--- src/hw/rtl/pi_fan_switch_controller_top_defines.svh ---
// assertion macros shared by the controller rtl
`ifndef PI_FAN_SWITCH_CONTROLLER_TOP_DEFINES_SVH
`define PI_FAN_SWITCH_CONTROLLER_TOP_DEFINES_SVH

`ifndef SYNTHESIS

// property that must hold in every cycle out of reset
`define PIFSC_ASSERT(label, clk, rst, prop, msg) \
   label: assert property (@(posedge clk) disable iff (rst) (prop)) else $error(msg);

// implication checked against the following cycle
`define PIFSC_ASSERT_NEXT(label, clk, rst, ante, cons, msg) \
   label: assert property (@(posedge clk) disable iff (rst) (ante) |=> (cons)) else $error(msg);

`else

`define PIFSC_ASSERT(label, clk, rst, prop, msg)

`define PIFSC_ASSERT_NEXT(label, clk, rst, ante, cons, msg)

`endif

`endif

--- src/hw/rtl/pifsc_pkg.sv ---
package pifsc_pkg;

   // field and datapath widths
   localparam int TEMP_W  = 18;
   localparam int ERR_W   = 19;
   localparam int GAIN_W  = 16;
   localparam int LIM_W   = 40;
   localparam int BAND_W  = 17;
   localparam int INTG_W  = 41;
   localparam int ACC_W   = 58;
   localparam int CNT_W   = 4;
   localparam int SWCNT_W = 16;
   localparam int CSR_IDX_W = 3;
   localparam int CSR_DAT_W = 40;

   // scale shift of the proportional term against the integral term
   localparam int PROP_SHIFT = 8;

   // last bit of the serial multiplier, the sign bit for signed gains
   localparam logic [CNT_W-1:0] STEP_LAST = CNT_W'(GAIN_W - 1);

   // action codes
   localparam logic [1:0] ACT_SAMPLE = 2'd0;
   localparam logic [1:0] ACT_TOGGLE = 2'd1;
   localparam logic [1:0] ACT_TICK   = 2'd2;

   // led mode codes
   localparam logic [1:0] LED_OFF    = 2'd0;
   localparam logic [1:0] LED_BLINK  = 2'd1;
   localparam logic [1:0] LED_STEADY = 2'd2;

   // register indexes
   localparam logic [CSR_IDX_W-1:0] CSR_PROP_GAIN      = 3'd0;
   localparam logic [CSR_IDX_W-1:0] CSR_INTEGRAL_GAIN  = 3'd1;
   localparam logic [CSR_IDX_W-1:0] CSR_SAMPLE_PERIOD  = 3'd2;
   localparam logic [CSR_IDX_W-1:0] CSR_INTEGRAL_LIMIT = 3'd3;
   localparam logic [CSR_IDX_W-1:0] CSR_DEADBAND       = 3'd4;

   // sequencer states
   typedef enum logic [2:0] {
      ST_IDLE,
      ST_INTEG,
      ST_CLAMP,
      ST_PROP,
      ST_LOAD_I,
      ST_IGAIN,
      ST_DECIDE
   } state_type;

   // command to the serial multiply-accumulate unit
   typedef struct packed {
      logic load;
      logic keep;
      logic step;
      logic neg;
   } mac_cmd_type;

endpackage

--- src/hw/rtl/pi_fan_switch_controller_top.sv ---
// channel   | ports                                          | direction
// ----------+------------------------------------------------+----------
// request   | req_valid, req_stall, req_action, req_*_temp   | in
// response  | rsp_valid, rsp_stall, rsp_fan_on .. rsp_switch | out
// registers | csr_write, csr_index, csr_data                 | in
//
// toggle, tick and unused actions bypass the sequencer; their response is
// registered when taken. a sample runs one bit-serial shift-add unit 16 steps
// each for error times period, proportional and integral gain. synchronous
// reset clears all but the error and mac registers; no clearing pass needed.
// a new request is taken only when idle and the response register is free
// or being emptied in the same cycle.

`include "pi_fan_switch_controller_top_defines.svh"

module pi_fan_switch_controller_top (
   input  logic                                clock,
   input  logic                                reset,
   input  logic                                req_valid,
   output logic                                req_stall,
   input  logic [1:0]                          req_action,
   input  logic signed [pifsc_pkg::TEMP_W-1:0] req_measured_temp,
   input  logic signed [pifsc_pkg::TEMP_W-1:0] req_target_temp,
   output logic                                rsp_valid,
   input  logic                                rsp_stall,
   output logic                                rsp_fan_on,
   output logic                                rsp_control_enabled,
   output logic                                rsp_in_band,
   output logic [1:0]                          rsp_led_mode,
   output logic                                rsp_led_level,
   output logic [pifsc_pkg::SWCNT_W-1:0]       rsp_switch_count,
   input  logic                                csr_write,
   input  logic [pifsc_pkg::CSR_IDX_W-1:0]     csr_index,
   input  logic [pifsc_pkg::CSR_DAT_W-1:0]     csr_data
);

   localparam int ACC_W  = pifsc_pkg::ACC_W;
   localparam int ERR_W  = pifsc_pkg::ERR_W;
   localparam int INTG_W = pifsc_pkg::INTG_W;
   localparam int LIM_W  = pifsc_pkg::LIM_W;
   localparam int BAND_W = pifsc_pkg::BAND_W;
   localparam int GAIN_W = pifsc_pkg::GAIN_W;

   // configuration registers
   logic [GAIN_W-1:0] prop_gain_ff;
   logic [GAIN_W-1:0] integral_gain_ff;
   logic [GAIN_W-1:0] sample_period_ff;
   logic [LIM_W-1:0]  integral_limit_ff;
   logic [BAND_W-1:0] deadband_ff;

   // controller state
   pifsc_pkg::state_type state_ff, state_in;
   logic [pifsc_pkg::CNT_W-1:0]   cnt_ff, cnt_in;
   logic signed [INTG_W-1:0]      integrator_ff;
   logic signed [ERR_W-1:0]       err_ff;
   logic                          fan_ff;
   logic                          enable_ff;
   logic [1:0]                    led_mode_ff;
   logic                          blink_ff;
   logic                          led_ff;
   logic                          band_ff;
   logic [pifsc_pkg::SWCNT_W-1:0] swcnt_ff;
   logic                          rsp_valid_ff, rsp_valid_in;

   // handshake terms
   logic out_free;
   logic req_take;
   logic take_sample;
   logic take_other;
   logic finish;
   logic step_last;

   // datapath
   logic signed [ERR_W-1:0]  err_in;
   pifsc_pkg::mac_cmd_type   mac_cmd;
   logic [ACC_W-1:0]         mac_init;
   logic [ACC_W-1:0]         mac_mcand;
   logic [GAIN_W-1:0]        mac_mplier;
   logic [ACC_W-1:0]         mac_acc;
   logic signed [ACC_W-1:0]  acc_s;
   logic signed [ACC_W-1:0]  lim_pos;
   logic signed [ACC_W-1:0]  lim_neg;
   logic signed [INTG_W-1:0] clamp_val;
   logic [ERR_W-1:0]         err_mag;
   logic                     in_band;
   logic                     drive_pos;
   logic                     intg_ok;

   assign out_free    = !rsp_valid_ff || !rsp_stall;
   assign req_stall   = !((state_ff == pifsc_pkg::ST_IDLE) && out_free);
   assign req_take    = req_valid && !req_stall;
   assign take_sample = req_take && (req_action == pifsc_pkg::ACT_SAMPLE);
   assign take_other  = req_take && (req_action != pifsc_pkg::ACT_SAMPLE);
   assign finish      = (state_ff == pifsc_pkg::ST_DECIDE) && out_free;
   assign step_last   = (cnt_ff == pifsc_pkg::STEP_LAST);

   // error from the request fields
   assign err_in = ERR_W'(req_target_temp) - ERR_W'(req_measured_temp);

   // configuration writes
   always_ff @(posedge clock) begin
      if (reset) begin
         prop_gain_ff      <= GAIN_W'(256);
         integral_gain_ff  <= '0;
         sample_period_ff  <= GAIN_W'(256);
         integral_limit_ff <= '0;
         deadband_ff       <= BAND_W'(500);
      end else if (csr_write) begin
         unique case (csr_index)
            pifsc_pkg::CSR_PROP_GAIN:      prop_gain_ff      <= csr_data[GAIN_W-1:0];
            pifsc_pkg::CSR_INTEGRAL_GAIN:  integral_gain_ff  <= csr_data[GAIN_W-1:0];
            pifsc_pkg::CSR_SAMPLE_PERIOD:  sample_period_ff  <= csr_data[GAIN_W-1:0];
            pifsc_pkg::CSR_INTEGRAL_LIMIT: integral_limit_ff <= csr_data[LIM_W-1:0];
            pifsc_pkg::CSR_DEADBAND:       deadband_ff       <= csr_data[BAND_W-1:0];
            default: ;
         endcase
      end
   end

   // next state
   always_comb begin
      state_in = state_ff;
      unique case (state_ff)
         pifsc_pkg::ST_IDLE:   if (take_sample) state_in = pifsc_pkg::ST_INTEG;
         pifsc_pkg::ST_INTEG:  if (step_last) state_in = pifsc_pkg::ST_CLAMP;
         pifsc_pkg::ST_CLAMP:  state_in = pifsc_pkg::ST_PROP;
         pifsc_pkg::ST_PROP:   if (step_last) state_in = pifsc_pkg::ST_LOAD_I;
         pifsc_pkg::ST_LOAD_I: state_in = pifsc_pkg::ST_IGAIN;
         pifsc_pkg::ST_IGAIN:  if (step_last) state_in = pifsc_pkg::ST_DECIDE;
         pifsc_pkg::ST_DECIDE: if (out_free) state_in = pifsc_pkg::ST_IDLE;
         default:              state_in = pifsc_pkg::ST_IDLE;
      endcase
   end

   // sequencer outputs: commands and operands for the shift-add unit
   always_comb begin
      mac_cmd    = '0;
      mac_init   = '0;
      mac_mcand  = '0;
      mac_mplier = '0;
      unique case (state_ff)
         pifsc_pkg::ST_IDLE: begin
            // integrator plus error times period
            mac_cmd.load = take_sample;
            mac_init     = ACC_W'(integrator_ff);
            mac_mcand    = ACC_W'(err_in);
            mac_mplier   = sample_period_ff;
         end
         pifsc_pkg::ST_INTEG: begin
            mac_cmd.step = 1'b1;
         end
         pifsc_pkg::ST_CLAMP: begin
            // proportional term scaled up to the integral term
            mac_cmd.load = 1'b1;
            mac_mcand    = ACC_W'(err_ff) <<< pifsc_pkg::PROP_SHIFT;
            mac_mplier   = prop_gain_ff;
         end
         pifsc_pkg::ST_PROP, pifsc_pkg::ST_IGAIN: begin
            mac_cmd.step = 1'b1;
            mac_cmd.neg  = step_last;
         end
         pifsc_pkg::ST_LOAD_I: begin
            mac_cmd.load = 1'b1;
            mac_cmd.keep = 1'b1;
            mac_mcand    = ACC_W'(integrator_ff);
            mac_mplier   = integral_gain_ff;
         end
         pifsc_pkg::ST_DECIDE: ;
         default: ;
      endcase
   end

   assign cnt_in = mac_cmd.step ? cnt_ff + 1'b1 : cnt_ff;

   pifsc_mac u_mac (
      .clock    (clock),
      .cmd      (mac_cmd),
      .acc_init (mac_init),
      .mcand    (mac_mcand),
      .mplier   (mac_mplier),
      .acc      (mac_acc)
   );

   // clamp of the updated integrator
   assign acc_s   = $signed(mac_acc);
   assign lim_pos = $signed({{(ACC_W-LIM_W){1'b0}}, integral_limit_ff});
   assign lim_neg = -lim_pos;

   always_comb begin
      priority if (acc_s > lim_pos) begin
         clamp_val = lim_pos[INTG_W-1:0];
      end else if (acc_s < lim_neg) begin
         clamp_val = lim_neg[INTG_W-1:0];
      end else begin
         clamp_val = acc_s[INTG_W-1:0];
      end
   end

   // deadband test and sign of the drive
   assign err_mag   = err_ff[ERR_W-1] ? ERR_W'(-err_ff) : ERR_W'(err_ff);
   assign in_band   = err_mag <= ERR_W'(deadband_ff);
   assign drive_pos = mac_acc[ACC_W-1];

   always_comb begin
      rsp_valid_in = rsp_valid_ff;
      priority if (take_other || finish) begin
         rsp_valid_in = 1'b1;
      end else if (!rsp_stall) begin
         rsp_valid_in = 1'b0;
      end else begin
         // stalled response is held
         rsp_valid_in = rsp_valid_ff;
      end
   end

   // sequencer and datapath registers
   always_ff @(posedge clock) begin
      if (reset) begin
         state_ff     <= pifsc_pkg::ST_IDLE;
         cnt_ff       <= '0;
         rsp_valid_ff <= 1'b0;
      end else begin
         state_ff     <= state_in;
         cnt_ff       <= cnt_in;
         rsp_valid_ff <= rsp_valid_in;
      end
   end

   always_ff @(posedge clock) begin
      if (take_sample) begin
         err_ff <= err_in;
      end
   end

   // controller state updates
   always_ff @(posedge clock) begin
      if (reset) begin
         integrator_ff <= '0;
         fan_ff        <= 1'b0;
         enable_ff     <= 1'b0;
         led_mode_ff   <= pifsc_pkg::LED_OFF;
         blink_ff      <= 1'b1;
         led_ff        <= 1'b0;
         band_ff       <= 1'b0;
         swcnt_ff      <= '0;
      end else begin
         if (state_ff == pifsc_pkg::ST_CLAMP) begin
            integrator_ff <= clamp_val;
         end
         // toggle and tick transfers
         if (take_other) begin
            unique case (req_action)
               pifsc_pkg::ACT_TOGGLE: begin
                  enable_ff <= !enable_ff;
                  if (enable_ff) begin
                     fan_ff <= 1'b0;
                  end
               end
               pifsc_pkg::ACT_TICK: begin
                  unique case (led_mode_ff)
                     pifsc_pkg::LED_BLINK:  led_ff <= blink_ff;
                     pifsc_pkg::LED_STEADY: led_ff <= 1'b1;
                     default:               led_ff <= 1'b0;
                  endcase
                  blink_ff <= !blink_ff;
               end
               default: ;
            endcase
         end
         // end of a sample: fan decision and led mode
         if (finish) begin
            band_ff <= in_band;
            if (!in_band) begin
               if (drive_pos) begin
                  if (!fan_ff) begin
                     fan_ff   <= enable_ff;
                     swcnt_ff <= swcnt_ff + 1'b1;
                  end
               end else if (enable_ff) begin
                  fan_ff <= 1'b0;
               end
            end
            if (enable_ff) begin
               led_mode_ff <= in_band ? pifsc_pkg::LED_STEADY : pifsc_pkg::LED_BLINK;
            end else begin
               led_mode_ff <= pifsc_pkg::LED_OFF;
            end
         end
      end
   end

   // state only moves when the response slot turns over, so it is the payload
   assign rsp_valid           = rsp_valid_ff;
   assign rsp_fan_on          = fan_ff;
   assign rsp_control_enabled = enable_ff;
   assign rsp_in_band         = band_ff;
   assign rsp_led_mode        = led_mode_ff;
   assign rsp_led_level       = led_ff;
   assign rsp_switch_count    = swcnt_ff;

   // integrator held within the clamp right after it is written
   assign intg_ok = (ACC_W'(integrator_ff) <= lim_pos)
                    && (ACC_W'(integrator_ff) >= lim_neg);

   `PIFSC_ASSERT_NEXT(a_sample_starts, clock, reset, take_sample,
      state_ff == pifsc_pkg::ST_INTEG, "sample transfer did not start the sequence")
   `PIFSC_ASSERT_NEXT(a_clamp_holds, clock, reset, state_ff == pifsc_pkg::ST_CLAMP,
      intg_ok, "integrator outside its limit after clamp")
   `PIFSC_ASSERT(a_no_rsp_busy, clock, reset,
      (state_ff == pifsc_pkg::ST_IDLE) || (state_ff == pifsc_pkg::ST_DECIDE) || !rsp_valid_ff,
      "response pending while a sample is in progress")
   `PIFSC_ASSERT(a_fan_needs_enable, clock, reset, !fan_ff || enable_ff,
      "fan on while control is disabled")

endmodule

--- src/hw/rtl/pifsc_mac.sv ---
module pifsc_mac (
   input  logic                             clock,
   input  pifsc_pkg::mac_cmd_type           cmd,
   input  logic [pifsc_pkg::ACC_W-1:0]      acc_init,
   input  logic [pifsc_pkg::ACC_W-1:0]      mcand,
   input  logic [pifsc_pkg::GAIN_W-1:0]     mplier,
   output logic [pifsc_pkg::ACC_W-1:0]      acc
);

   logic [pifsc_pkg::ACC_W-1:0]  acc_ff;
   logic [pifsc_pkg::ACC_W-1:0]  acc_in;
   logic [pifsc_pkg::ACC_W-1:0]  mcand_ff;
   logic [pifsc_pkg::ACC_W-1:0]  mcand_in;
   logic [pifsc_pkg::GAIN_W-1:0] mplier_ff;
   logic [pifsc_pkg::GAIN_W-1:0] mplier_in;
   logic [pifsc_pkg::ACC_W-1:0]  addend;

   // partial product of the current multiplier bit, negated for a sign bit
   assign addend = (mcand_ff ^ {pifsc_pkg::ACC_W{cmd.neg}})
                   + {{(pifsc_pkg::ACC_W-1){1'b0}}, cmd.neg};

   // load or one shift-add step
   always_comb begin
      acc_in    = acc_ff;
      mcand_in  = mcand_ff;
      mplier_in = mplier_ff;
      priority if (cmd.load) begin
         if (!cmd.keep) begin
            acc_in = acc_init;
         end
         mcand_in  = mcand;
         mplier_in = mplier;
      end else if (cmd.step) begin
         if (mplier_ff[0]) begin
            acc_in = acc_ff + addend;
         end
         mcand_in  = {mcand_ff[pifsc_pkg::ACC_W-2:0], 1'b0};
         mplier_in = {1'b0, mplier_ff[pifsc_pkg::GAIN_W-1:1]};
      end else begin
         // hold
         acc_in    = acc_ff;
         mcand_in  = mcand_ff;
         mplier_in = mplier_ff;
      end
   end

   always_ff @(posedge clock) begin
      acc_ff    <= acc_in;
      mcand_ff  <= mcand_in;
      mplier_ff <= mplier_in;
   end

   assign acc = acc_ff;

endmodule

--- config.mk ---
export PLATFORM = sky130hd
export DESIGN_NAME = pi_fan_switch_controller_top
export DESIGN_NICKNAME = d
export VERILOG_FILES = /design/src/hw/rtl/pifsc_pkg.sv /design/src/hw/rtl/pi_fan_switch_controller_top.sv /design/src/hw/rtl/pifsc_mac.sv
export VERILOG_INCLUDE_DIRS = /design/src /design/src/hw/rtl
export SDC_FILE = /design/constraint.sdc
export NUM_CORES = 1
export LEC_CHECK = 0
export BUFFER_PORTS_ARGS = -buffer_cell sky130_fd_sc_hd__buf_2
export CORE_ASPECT_RATIO = 0.7
export CORE_UTILIZATION = 39
export DETAILED_ROUTE_END_ITERATION = 7
export PLACE_DENSITY = 0.65
export SLEW_MARGIN = 20
export SYNTH_ARGS = -nofsm -noshare
export SYNTH_HDL_FRONTEND = slang
export SYNTH_SLANG_ARGS = --single-unit
export TNS_END_PERCENT = 30
--- constraint.sdc ---
create_clock -name clock -period 6.1 [get_ports clock]
set_input_delay 0.61 -clock clock [delete_from_list [all_inputs] [get_ports clock]]
set_output_delay 0.61 -clock clock [all_outputs]
set_load 0.02 [all_outputs]
Word level (Yosys, flattened, before mapping). Index checks and enable logic that the tools add are counted.

$add $sub $neg: 7. Magnitude comparators: 3. Eq/ne operators: 22. Multiplexer cells: 37. Bitwise gates (word level): 3. Reduce and logical (&&, ||, !) cells: 31.

Operator list (number): $mux 58 (7); $pmux 58 s3 (1); $mux 41 (2); $add 58x1->58 (1); $add 58x58->58 (1); $gt 58x41->1 (1); $lt 58x58->1 (1); $neg 40->58 (1); $xor 58x58->58 (1); $pmux 16 s3 (1); $mux 16 (2); $pmux 3 s7 (1); $le 19x17->1 (1); $mux 19 (1); $neg 19->19 (1); $sub 18x18->19 (1); $add 16x1->16 const B (1); $mux 3 (5); $reduce_and 2->1 (7); $mux 1 (13); $eq 3x2->1 const B (4); $eq 3x3->1 const B (4); $ne 2x2->1 const B (6); $eq 3x1->1 const B (2); 19 further kinds (37).

Register bits after elaboration: 328. Input port bits: 86. Output and inout port bits: 24. Word-level logic and storage cells: 123.

Longest topological paths before layout. Gate-level depths: netlist of run 1.

Depth in word-level cells: 10. Depth in mapped cells: 21. Gate-level depth less buffers: 19.

Cells and area by module. A second synthesis of run 1 with hierarchy kept.

Cell total of the unflattened synthesis: 2761. Area, all modules: 23412.5 um^2.

By module, submodules not included: pi_fan_switch_controller_top (instances 1, cells an instance 1804, area each 13862.0 um^2, sequential area each 4113.9 um^2); pifsc_mac (instances 1, cells an instance 957, area each 9550.4 um^2, sequential area each 3963.8 um^2).

Least setup slack after synthesis of run 1. OpenSTA, ideal clock, no wires.

Kind: reg2reg. Start point: register state_ff[2]. End point: register u_mac.mcand_ff[0] (netlist name) (enable). Setup time: 0.608 ns. Arrival time: 5.893 ns. Required time: 5.492 ns. Path slack: -0.401 ns. Cell stages (with the launch flop): 5. Buffers on the path: 1. Period minus slack after synthesis: 6.501 ns. Cells stage by stage: dfxtp_1 -> clkbuf_1 -> nand2_1 -> inv_1 -> o21ai_0.

Word-level cells in the longest chain between the ends: 6. Elaborated cells between the ends (all ways): 14. Those cells by class: eq/ne: 5; mux: 2; reduce/logical: 7.

Ends and longest elaborated chain: start, declared (RTL line pi_fan_switch_controller_top.sv:52) `pifsc_pkg::state_type state_ff, state_in;`; start signal, assigned (RTL line pi_fan_switch_controller_top.sv:219) `state_ff <= pifsc_pkg::ST_IDLE;`; start signal, assigned (RTL line pi_fan_switch_controller_top.sv:223) `state_ff <= state_in;`; $logic_not 3->1 (RTL line pi_fan_switch_controller_top.sv:90, pi_fan_switch_controller_top.sv:141); $logic_and 1x1->1 (RTL line pi_fan_switch_controller_top.sv:90) `assign req_stall = !((state_ff == pifsc_pkg::ST_IDLE) && out_free);`; $logic_and 1x1->1 (RTL line pi_fan_switch_controller_top.sv:91) `assign req_take = req_valid && !req_stall;`; $logic_and 1x1->1 (RTL line pi_fan_switch_controller_top.sv:92) `assign take_sample = req_take && (req_action == pifsc_pkg::ACT_SAMPLE);`; $pmux 1 s2 (RTL line pi_fan_switch_controller_top.sv:141) `unique case (state_ff)`; $reduce_bool 2->1 (no source line) *; end signal, assigned (RTL line pifsc_mac.sv:49) `mcand_ff <= mcand_in;`; end, declared (RTL line pifsc_mac.sv:12) `logic [pifsc_pkg::ACC_W-1:0] mcand_ff;`.

Mark *: on every way between the ends. The rest lies on a longest branch, timed or not. A chain may end at the register's enable or synchronous reset.

Worst setup path in the final report of run 1.
Start point: register integral_limit_ff[1]. End point: register integrator_ff[39].

Word-level cells in the longest chain between the ends: 4. Elaborated cells between the ends (all ways): 5. Those cells by class: add/sub: 1; order compare: 2; mux: 2.

Ends and longest elaborated chain: start, declared (RTL line pi_fan_switch_controller_top.sv:48) `logic [LIM_W-1:0] integral_limit_ff;`; start signal, assigned (RTL line pi_fan_switch_controller_top.sv:113) `pifsc_pkg::CSR_INTEGRAL_LIMIT: integral_limit_ff <= csr_data[LIM_W-1:0];`; $neg 40->58 (RTL line pi_fan_switch_controller_top.sv:187) `assign lim_neg = -lim_pos;`; $lt 58x58->1 (RTL line pi_fan_switch_controller_top.sv:192) `end else if (acc_s < lim_neg) begin`; $mux 41 (RTL line pi_fan_switch_controller_top.sv:192); $mux 41 * (RTL line pi_fan_switch_controller_top.sv:190) `priority if (acc_s > lim_pos) begin`; end signal, assigned (RTL line pi_fan_switch_controller_top.sv:248) `integrator_ff <= clamp_val;`; end, declared (RTL line pi_fan_switch_controller_top.sv:54) `logic signed [INTG_W-1:0] integrator_ff;`.

Marks and branches as above.

==> results of run 1 <==
[power by group through the flow]
stage,registers (mW),clock network (mW),logic [mW]
6_report,2.56,2.31,1.87
5_1_grt,2.57,2.44,2.05
4_1_cts,2.56,2.36,1.84
3_5_place_dp,2.60,0,1.82
3_3_place_gp,2.60,0,1.78
2_1_floorplan,2.55,0,1.35
[cell type report]
class	count	area (µm²)	share of cell area
multi-input combinational	2096	13900	0.544
timing repair buffer	139	798	0.0313
clock buffer	46	1040	0.0409
sequential	328	8080	0.317
inverter	157	589	0.0231
clock inverter	24	178	0.00696
tap	760	951	0.0373
[repair_timing]
item / CTS / global route
endpoints found under the setup margin: 0 / 8
endpoints found under the hold margin: 0 / 0
gates resized for setup: 0 / 1
[cell usage after synthesis (34+ instances only)]
library cell    n
ha_1          194
nand2_1       443
xnor2_1        94
a21oi_1       259
o31ai_1        34
edfxtp_1      151
xor2_1         82
clkbuf_1      117
a21o_1         73
nor2_1        162
inv_1         156
o21ai_0       106
nand3_1        42
dfxtp_1       177
nand4_1        52
nor3_1         45
[metal layers]
metal / wire, µm / share of wire
met5: 0 / 0
met1: 34900 / 0.47
met2: 29100 / 0.39
met3: 8330 / 0.11
met4: 1780 / 0.024
[state kept, by name, indices dropped and copies added (netlist names)]
register / flops
state_ff: 3
rsp_switch_count: 16
sample_period_ff: 16
blink_ff: 1
integrator_ff: 41
rsp_led_level: 1
prop_gain_ff: 16
rsp_control_enabled: 1
u_mac.mplier_ff: 16
rsp_in_band: 1
rsp_fan_on: 1
integral_gain_ff: 16
integral_limit_ff: 40
err_ff: 19
rsp_valid: 1
u_mac.acc: 58
cnt_ff: 4
deadband_ff: 17
u_mac.mcand_ff: 58
rsp_led_mode: 2
[critical path, cell delays in order, from the launching register on]
cell and delay (ps):
dfxtp_1 390, inv_1 150, ha_1 210, nor2b_1 270
nand4_1 250, nor3b_2 300, and2_1 270, nand2_1 130
or4_1 450, xnor2_1 170, ha_1 280, nand4_1 110
nor4_1 410, a221oi_1 130, o21ai_0 230, o31ai_2 160
o21ai_0 370, nand2_2 360, buf_12 290, a21boi_0 140
a2111oi_0 440
[placed cells by master, fill, tap and decap left out, drive strengths merged, types with 34 or more instances in the layout]
master,n
o21ai,107
a21oi,260
o31ai,34
nand4,52
a21o,73
nor2,162
nor3,46
clkbuf,46
nand3,43
inv,162
mux2,42
buf,139
ha,194
dfxtp,177
edfxtp,151
xor2,82
nand2,444
xnor2,94
[worst min-delay path by stage]
stage | startpoint | endpoint | slack, ps | depth (start not counted)
4_1_cts | csr_data[26] | integral_limit_ff[26]$_SDFFE_PP0P_ | 240 | 3
6_report | csr_data[37] | integral_limit_ff[37]$_SDFFE_PP0P_ | 250 | 3
3_5_place_dp | rsp_led_level$_SDFFE_PP0P_ | rsp_led_level$_SDFFE_PP0P_ | 440 | 2
5_1_grt | csr_data[26] | integral_limit_ff[26]$_SDFFE_PP0P_ | 240 | 3
3_3_place_gp | rsp_led_level$_SDFFE_PP0P_ | rsp_led_level$_SDFFE_PP0P_ | 440 | 2
2_1_floorplan | integrator_ff[10]$_SDFFE_PP0P_ | integrator_ff[10]$_SDFFE_PP0P_ | 430 | 2
[per-stage QoR]
stage | power, mW | utilization | area, µm²
global route | 7.07 | 0.437 | 25500
CTS | 6.75 | 0.437 | 25500
finish | 6.74 | 0.437 | 25500
global placement | 4.38 | 0.416 | 24300
detailed placement | 4.42 | 0.416 | 24300
floorplan | 3.91 | - | 23000
[logic make-up (layout without fill, tap and decap cells)]
kind of cell / Yosys count / count (layout) / synth area share
simple gates: 960 / 960 / 0.200
mux: 67 / 67 / 0.0314
flops: 328 / 328 / 0.351
compound gates: 697 / 697 / 0.195
buf+inv: 295 / 366 / 0.0486
fa+ha+maj: 196 / 196 / 0.107
xor+xnor: 176 / 176 / 0.0670
==> results.toml, run 1 <==
[route]
drt-vias-per-instance = 5.90
remaining_drc_errors = 0
ant_nets = 0
vias = 20900
firstDrtPassIters = 6
wire_per_inst_um = 20.9
first_iter_violations = 2216
wl_mm = 74.1

[sta]
relSlewSlack = 0.311
finalClockSkew_ps = 37.9
setup_viol = 0
fin_ws_ps = 433
max_freq_ghz = 0.176
rsz0062_at_grt = "false"
slew_violations = 0
period_share = 0.929
fin_tns_setup_ps = 0
hold_ws_ps = 253
period_needed_ps = 5670
hold_violations = 0
tightestPinTransition_ps = 1030

[worst_setup_path]
reg2reg_from = "integral_limit_ff[1]$_SDFFE_PP0P_"
cp_max_fo = 28
r2r-end = "integrator_ff[39]$_SDFFE_PP0P_"
critPathCapture = "integrator_ff[39]$_SDFFE_PP0P_"
start_kind = "register"
cp.required_ps = 6560
critical_path.startpoint = "integral_limit_ff[1]$_SDFFE_PP0P_"
worstSetupPathType = "reg2reg"
rrSetupSlack_ps = 430
cp.arrival_ps = 6120
end_kind = "register"
worst-r2r-cell-count = 20

[place]
port_buffers = 109
dp_hpwl_mm = 55.4
place_congestion = 0.957
dp_cells = 3480
place_ws_ps = 536

[clock_network]
post_cts_buffers = 0
cts.htree.levels = 2
hold_buffers = 0
cts_made_buffers = 39
clock_path_buffers = 3
clock_latency_ps = 590
cts_root_buffer = "clkbuf_16"
cts_tree = "yes"
cts.sinks = 328
cts.clk_slew.worst_paths_ps = 70

[synth]
async_flop_share = 0
synth-seq-cells = 328
synth_top_area_cell = "edfxtp_1"
netlist_area_mm2 = 0.0230
synth_area_leaders = "edfxtp_1 (20%), dfxtp_1 (15%), ha_1 (11%)"
yosysTopAreaCellShare = 0.197
synth_ff_type = "dfxtp_1"
synth_warnings = 0
syn_inst = 2719
seq_area_frac_synth = 0.351
synth_nets = 3001
synth_cell_type_count = 86
synth-edff-count = 151
syn_avg_cell_area_um2 = 8.47

[grt]
grt_usage = 0.242
grt_use_met2 = 0.338
grt_overflow_total = 0
gr-usage-met1 = 0.358
grt_max_degree = 102
top_usage_layer = "met1"
grt_antenna_before_repair = 1
grt_pass1_vias = 19600
grt_util_met3 = 0.0675
grt_pass1_wl_mm = 113

[pwr]
sw_frac_of_total = 0.333
p_per_area_mw_per_mm2 = 264
p_int_mw = 4.50
pwr-share-seq = 0.380
p_sw_mw = 2.24
leakage_nw = 10.2
combinationalPowerShare = 0.277
p_clk_frac = 0.343
ir_drop_v = 0.000209

[cells_and_area]
fin_cells = 3550
drive_gt1_frac = 0.0986
fillers = 5727
diodes = 0
area_growth_pct = 10.8
final_nets = 3043

[die]
dieArea_mm2 = 0.0600
io_pins = 110
core_area_mm2 = 0.0583
rows = 74
die_y_um = 205
initial_core_util = 0.395
die_x_um = 292

[job]
drv_cap = 0

[status]
status = "finished clean"

[hold_path]
hold_path.class = "in2reg"
Power figures use the tool's default switching activity.
==> run 2, diff against run 1 <==
--- a/config.mk
+++ b/config.mk
@@ -14,5 +14,6 @@
 export SLEW_MARGIN = 20
 export SYNTH_ARGS = -nofsm -noshare
 export SYNTH_HDL_FRONTEND = slang
+export SYNTH_HIERARCHICAL = 1
 export SYNTH_SLANG_ARGS = --single-unit
 export TNS_END_PERCENT = 30
==> run 2 against run 1 <==
Effect of this change:
- fmax up 6.4%
- cell area up 1.0%
- synthesized cell count up 1.5%
- critical path depth down 5
- critical endpoint is now integrator_ff[36]$_SDFFE_PP0P_
- largest cell class unchanged
==> results.toml, run 2 <==
[cells_and_area]
final_nets = 3085
drive_gt1_frac = 0.116
stdcell_area_mm2 = 0.0258
diodes = 0
fin_util = 0.438
area_growth_pct = 10.1
fin_cells = 3623
layout_commonest_cell = "nand2_1"
final_cell_mix = "nand2_1 (432), a21oi_1 (289), ha_1 (200)"

[clock_network]
post_cts_buffers = 0
cts.htree.levels = 2
clock_path_buffers = 3
cts_tree = "yes"
hold_buffers = 0
ctsResizeCount = 0
cts_root_buffer = "clkbuf_16"
cts.clk_slew.worst_paths_ps = 60
cts.sinks = 328
cts_made_buffers = 36
clock_latency_ps = 570

[synth]
synth_nets = 3049
seq_area_frac_synth = 0.345
synth_area_leaders = "edfxtp_1 (19%), dfxtp_1 (15%), ha_1 (11%)"
synth_cell_type_count = 99
netlist_area_mm2 = 0.0234
syn_avg_cell_area_um2 = 8.48
async_flop_share = 0
syn_inst = 2761
synth-edff-count = 151
synth_ff_type = "dfxtp_1"
synth_top_area_cell = "edfxtp_1"
synth_warnings = 6
synth-seq-cells = 328
synth_commonest_cells = "nand2_1 (432), a21oi_1 (289), nor2_1 (202), ha_1 (200), dfxtp_1 (177)"
yosysTopAreaCellShare = 0.194
synth.most_common_cell = "nand2_1"

[sta]
fin_tns_setup_ps = 0
max_freq_ghz = 0.188
rsz0062_at_grt = "false"
hold_violations = 0
hold_ws_ps = 286
setup_viol = 0
finalClockSkew_ps = 36.5
relSlewSlack = 0.278
slew_violations = 0
period_share = 0.873
period_needed_ps = 5320
tightestPinTransition_ps = 1080
fin_ws_ps = 775

[pwr]
p_clk_frac = 0.331
combinationalPowerShare = 0.276
ir_drop_v = 0.000159
p_sw_mw = 2.16
total_power_mw = 6.47
p_per_area_mw_per_mm2 = 251
pwr-share-seq = 0.393
p_int_mw = 4.31
leakage_nw = 10.1
sw_frac_of_total = 0.333

[die]
die_x_um = 295
io_pins = 110
rows = 74
dieArea_mm2 = 0.0610
initial_core_util = 0.398
core_area_mm2 = 0.0588
die_y_um = 207

[worst_setup_path]
end_kind = "register"
cp_max_fo = 21
worst-r2r-cell-count = 15
start_kind = "register"
cp.required_ps = 6550
rrSetupSlack_ps = 780
r2r-end = "integrator_ff[36]$_SDFFE_PP0P_"
reg2reg_from = "integral_limit_ff[2]$_SDFFE_PP0P_"
worstSetupPathType = "reg2reg"
cp.arrival_ps = 5770

[route]
drt-vias-per-instance = 5.80
vias = 21000
ant_nets = 0
first_iter_violations = 1919
wl_mm = 74.9
firstDrtPassIters = 6
remaining_drc_errors = 0
wire_per_inst_um = 20.7

[grt]
grt_usage = 0.241
grt_overflow_total = 0
grt_util_met3 = 0.0409
gr-usage-met1 = 0.356
grt_antenna_before_repair = 1
top_usage_layer = "met2"
grt_max_degree = 86
grt_pass1_vias = 19800
grt_use_met2 = 0.362
grt_pass1_wl_mm = 115

[job]
drv_cap = 0

[hold_path]
holdPathStages = 3
hp-start = "csr_data[36]"
whs_endpoint = "integral_limit_ff[36]$_SDFFE_PP0P_"
hold_path.class = "in2reg"

[place]
placed_area_mm2 = 0.0247
dp_cells = 3557
place_ws_ps = 948
port_buffers = 109
place_congestion = 0.995
dp_hpwl_mm = 55.9

[status]
status = "finished clean"
[run 2: per-layer routing]
| metal | vias to the layer above | share of wire |
|---|---|---|
| met2 | 904 | 0.42 |
| met3 | 107 | 0.088 |
| li1 | 9917 | - |
| met4 | 0 | 0.021 |
| met1 | 10100 | 0.47 |
| met5 | - | 0 |
[run 2: layout make-up]
class / instances / area (µm²)
Clock inverter: 10 / 81.3
Tap cell: 798 / 998
Inverter: 123 / 462
Clock buffer: 56 / 1030
Fill cell: 5699 / 33000
Multi-Input combinational cell: 2167 / 14300
Timing Repair Buffer: 141 / 826
Sequential cell: 328 / 8080
[run 2: critical path: stages, from the launching register on]
cell and delay, ps:
dfxtp_1 400, nor4_4 570, nand2_2 200, or4_1 610
xnor2_1 210, ha_1 310, nand2_1 90, a2111oi_0 800
buf_4 250, o311ai_1 140, a311o_1 440, o2111ai_4 320
buf_4 330, nand2_1 70, o21a_1 100, a2111oi_0 360
[run 2: cell families (layout without fill, tap and decap cells)]
kind of cell / Yosys count / in the layout / synth area share
mux: 102 / 102 / 0.0475
compound gates: 718 / 718 / 0.190
fa+ha+maj: 202 / 202 / 0.109
simple gates: 964 / 964 / 0.194
buf+inv: 266 / 330 / 0.0468
flops: 328 / 328 / 0.345
xor+xnor: 181 / 181 / 0.0684
[run 2: worst max-delay path by stage]
stage	from	slack (ps)	endpoint	cells past startpoint
global placement	integral_limit_ff[2]$_SDFFE_PP0P_	1000	integrator_ff[36]$_SDFFE_PP0P_	15
finish	integral_limit_ff[2]$_SDFFE_PP0P_	780	integrator_ff[36]$_SDFFE_PP0P_	15
global route	integral_limit_ff[2]$_SDFFE_PP0P_	490	integrator_ff[36]$_SDFFE_PP0P_	15
detailed placement	integral_limit_ff[2]$_SDFFE_PP0P_	950	integrator_ff[36]$_SDFFE_PP0P_	15
floorplan	state_ff[2]$_SDFFE_PP0P_	570	u_mac/acc[0]$_DFFE_PP_	9
CTS	integral_limit_ff[2]$_SDFFE_PP0P_	950	integrator_ff[36]$_SDFFE_PP0P_	15
[run 2: power groups by stage]
stage	combinational (mW)	sequential, mW	clock, mW
3_3_place_gp	1.70	2.58	0
2_1_floorplan	1.31	2.54	0
5_1_grt	1.96	2.55	2.27
4_1_cts	1.74	2.54	2.18
6_report	1.79	2.54	2.14
3_5_place_dp	1.74	2.58	0
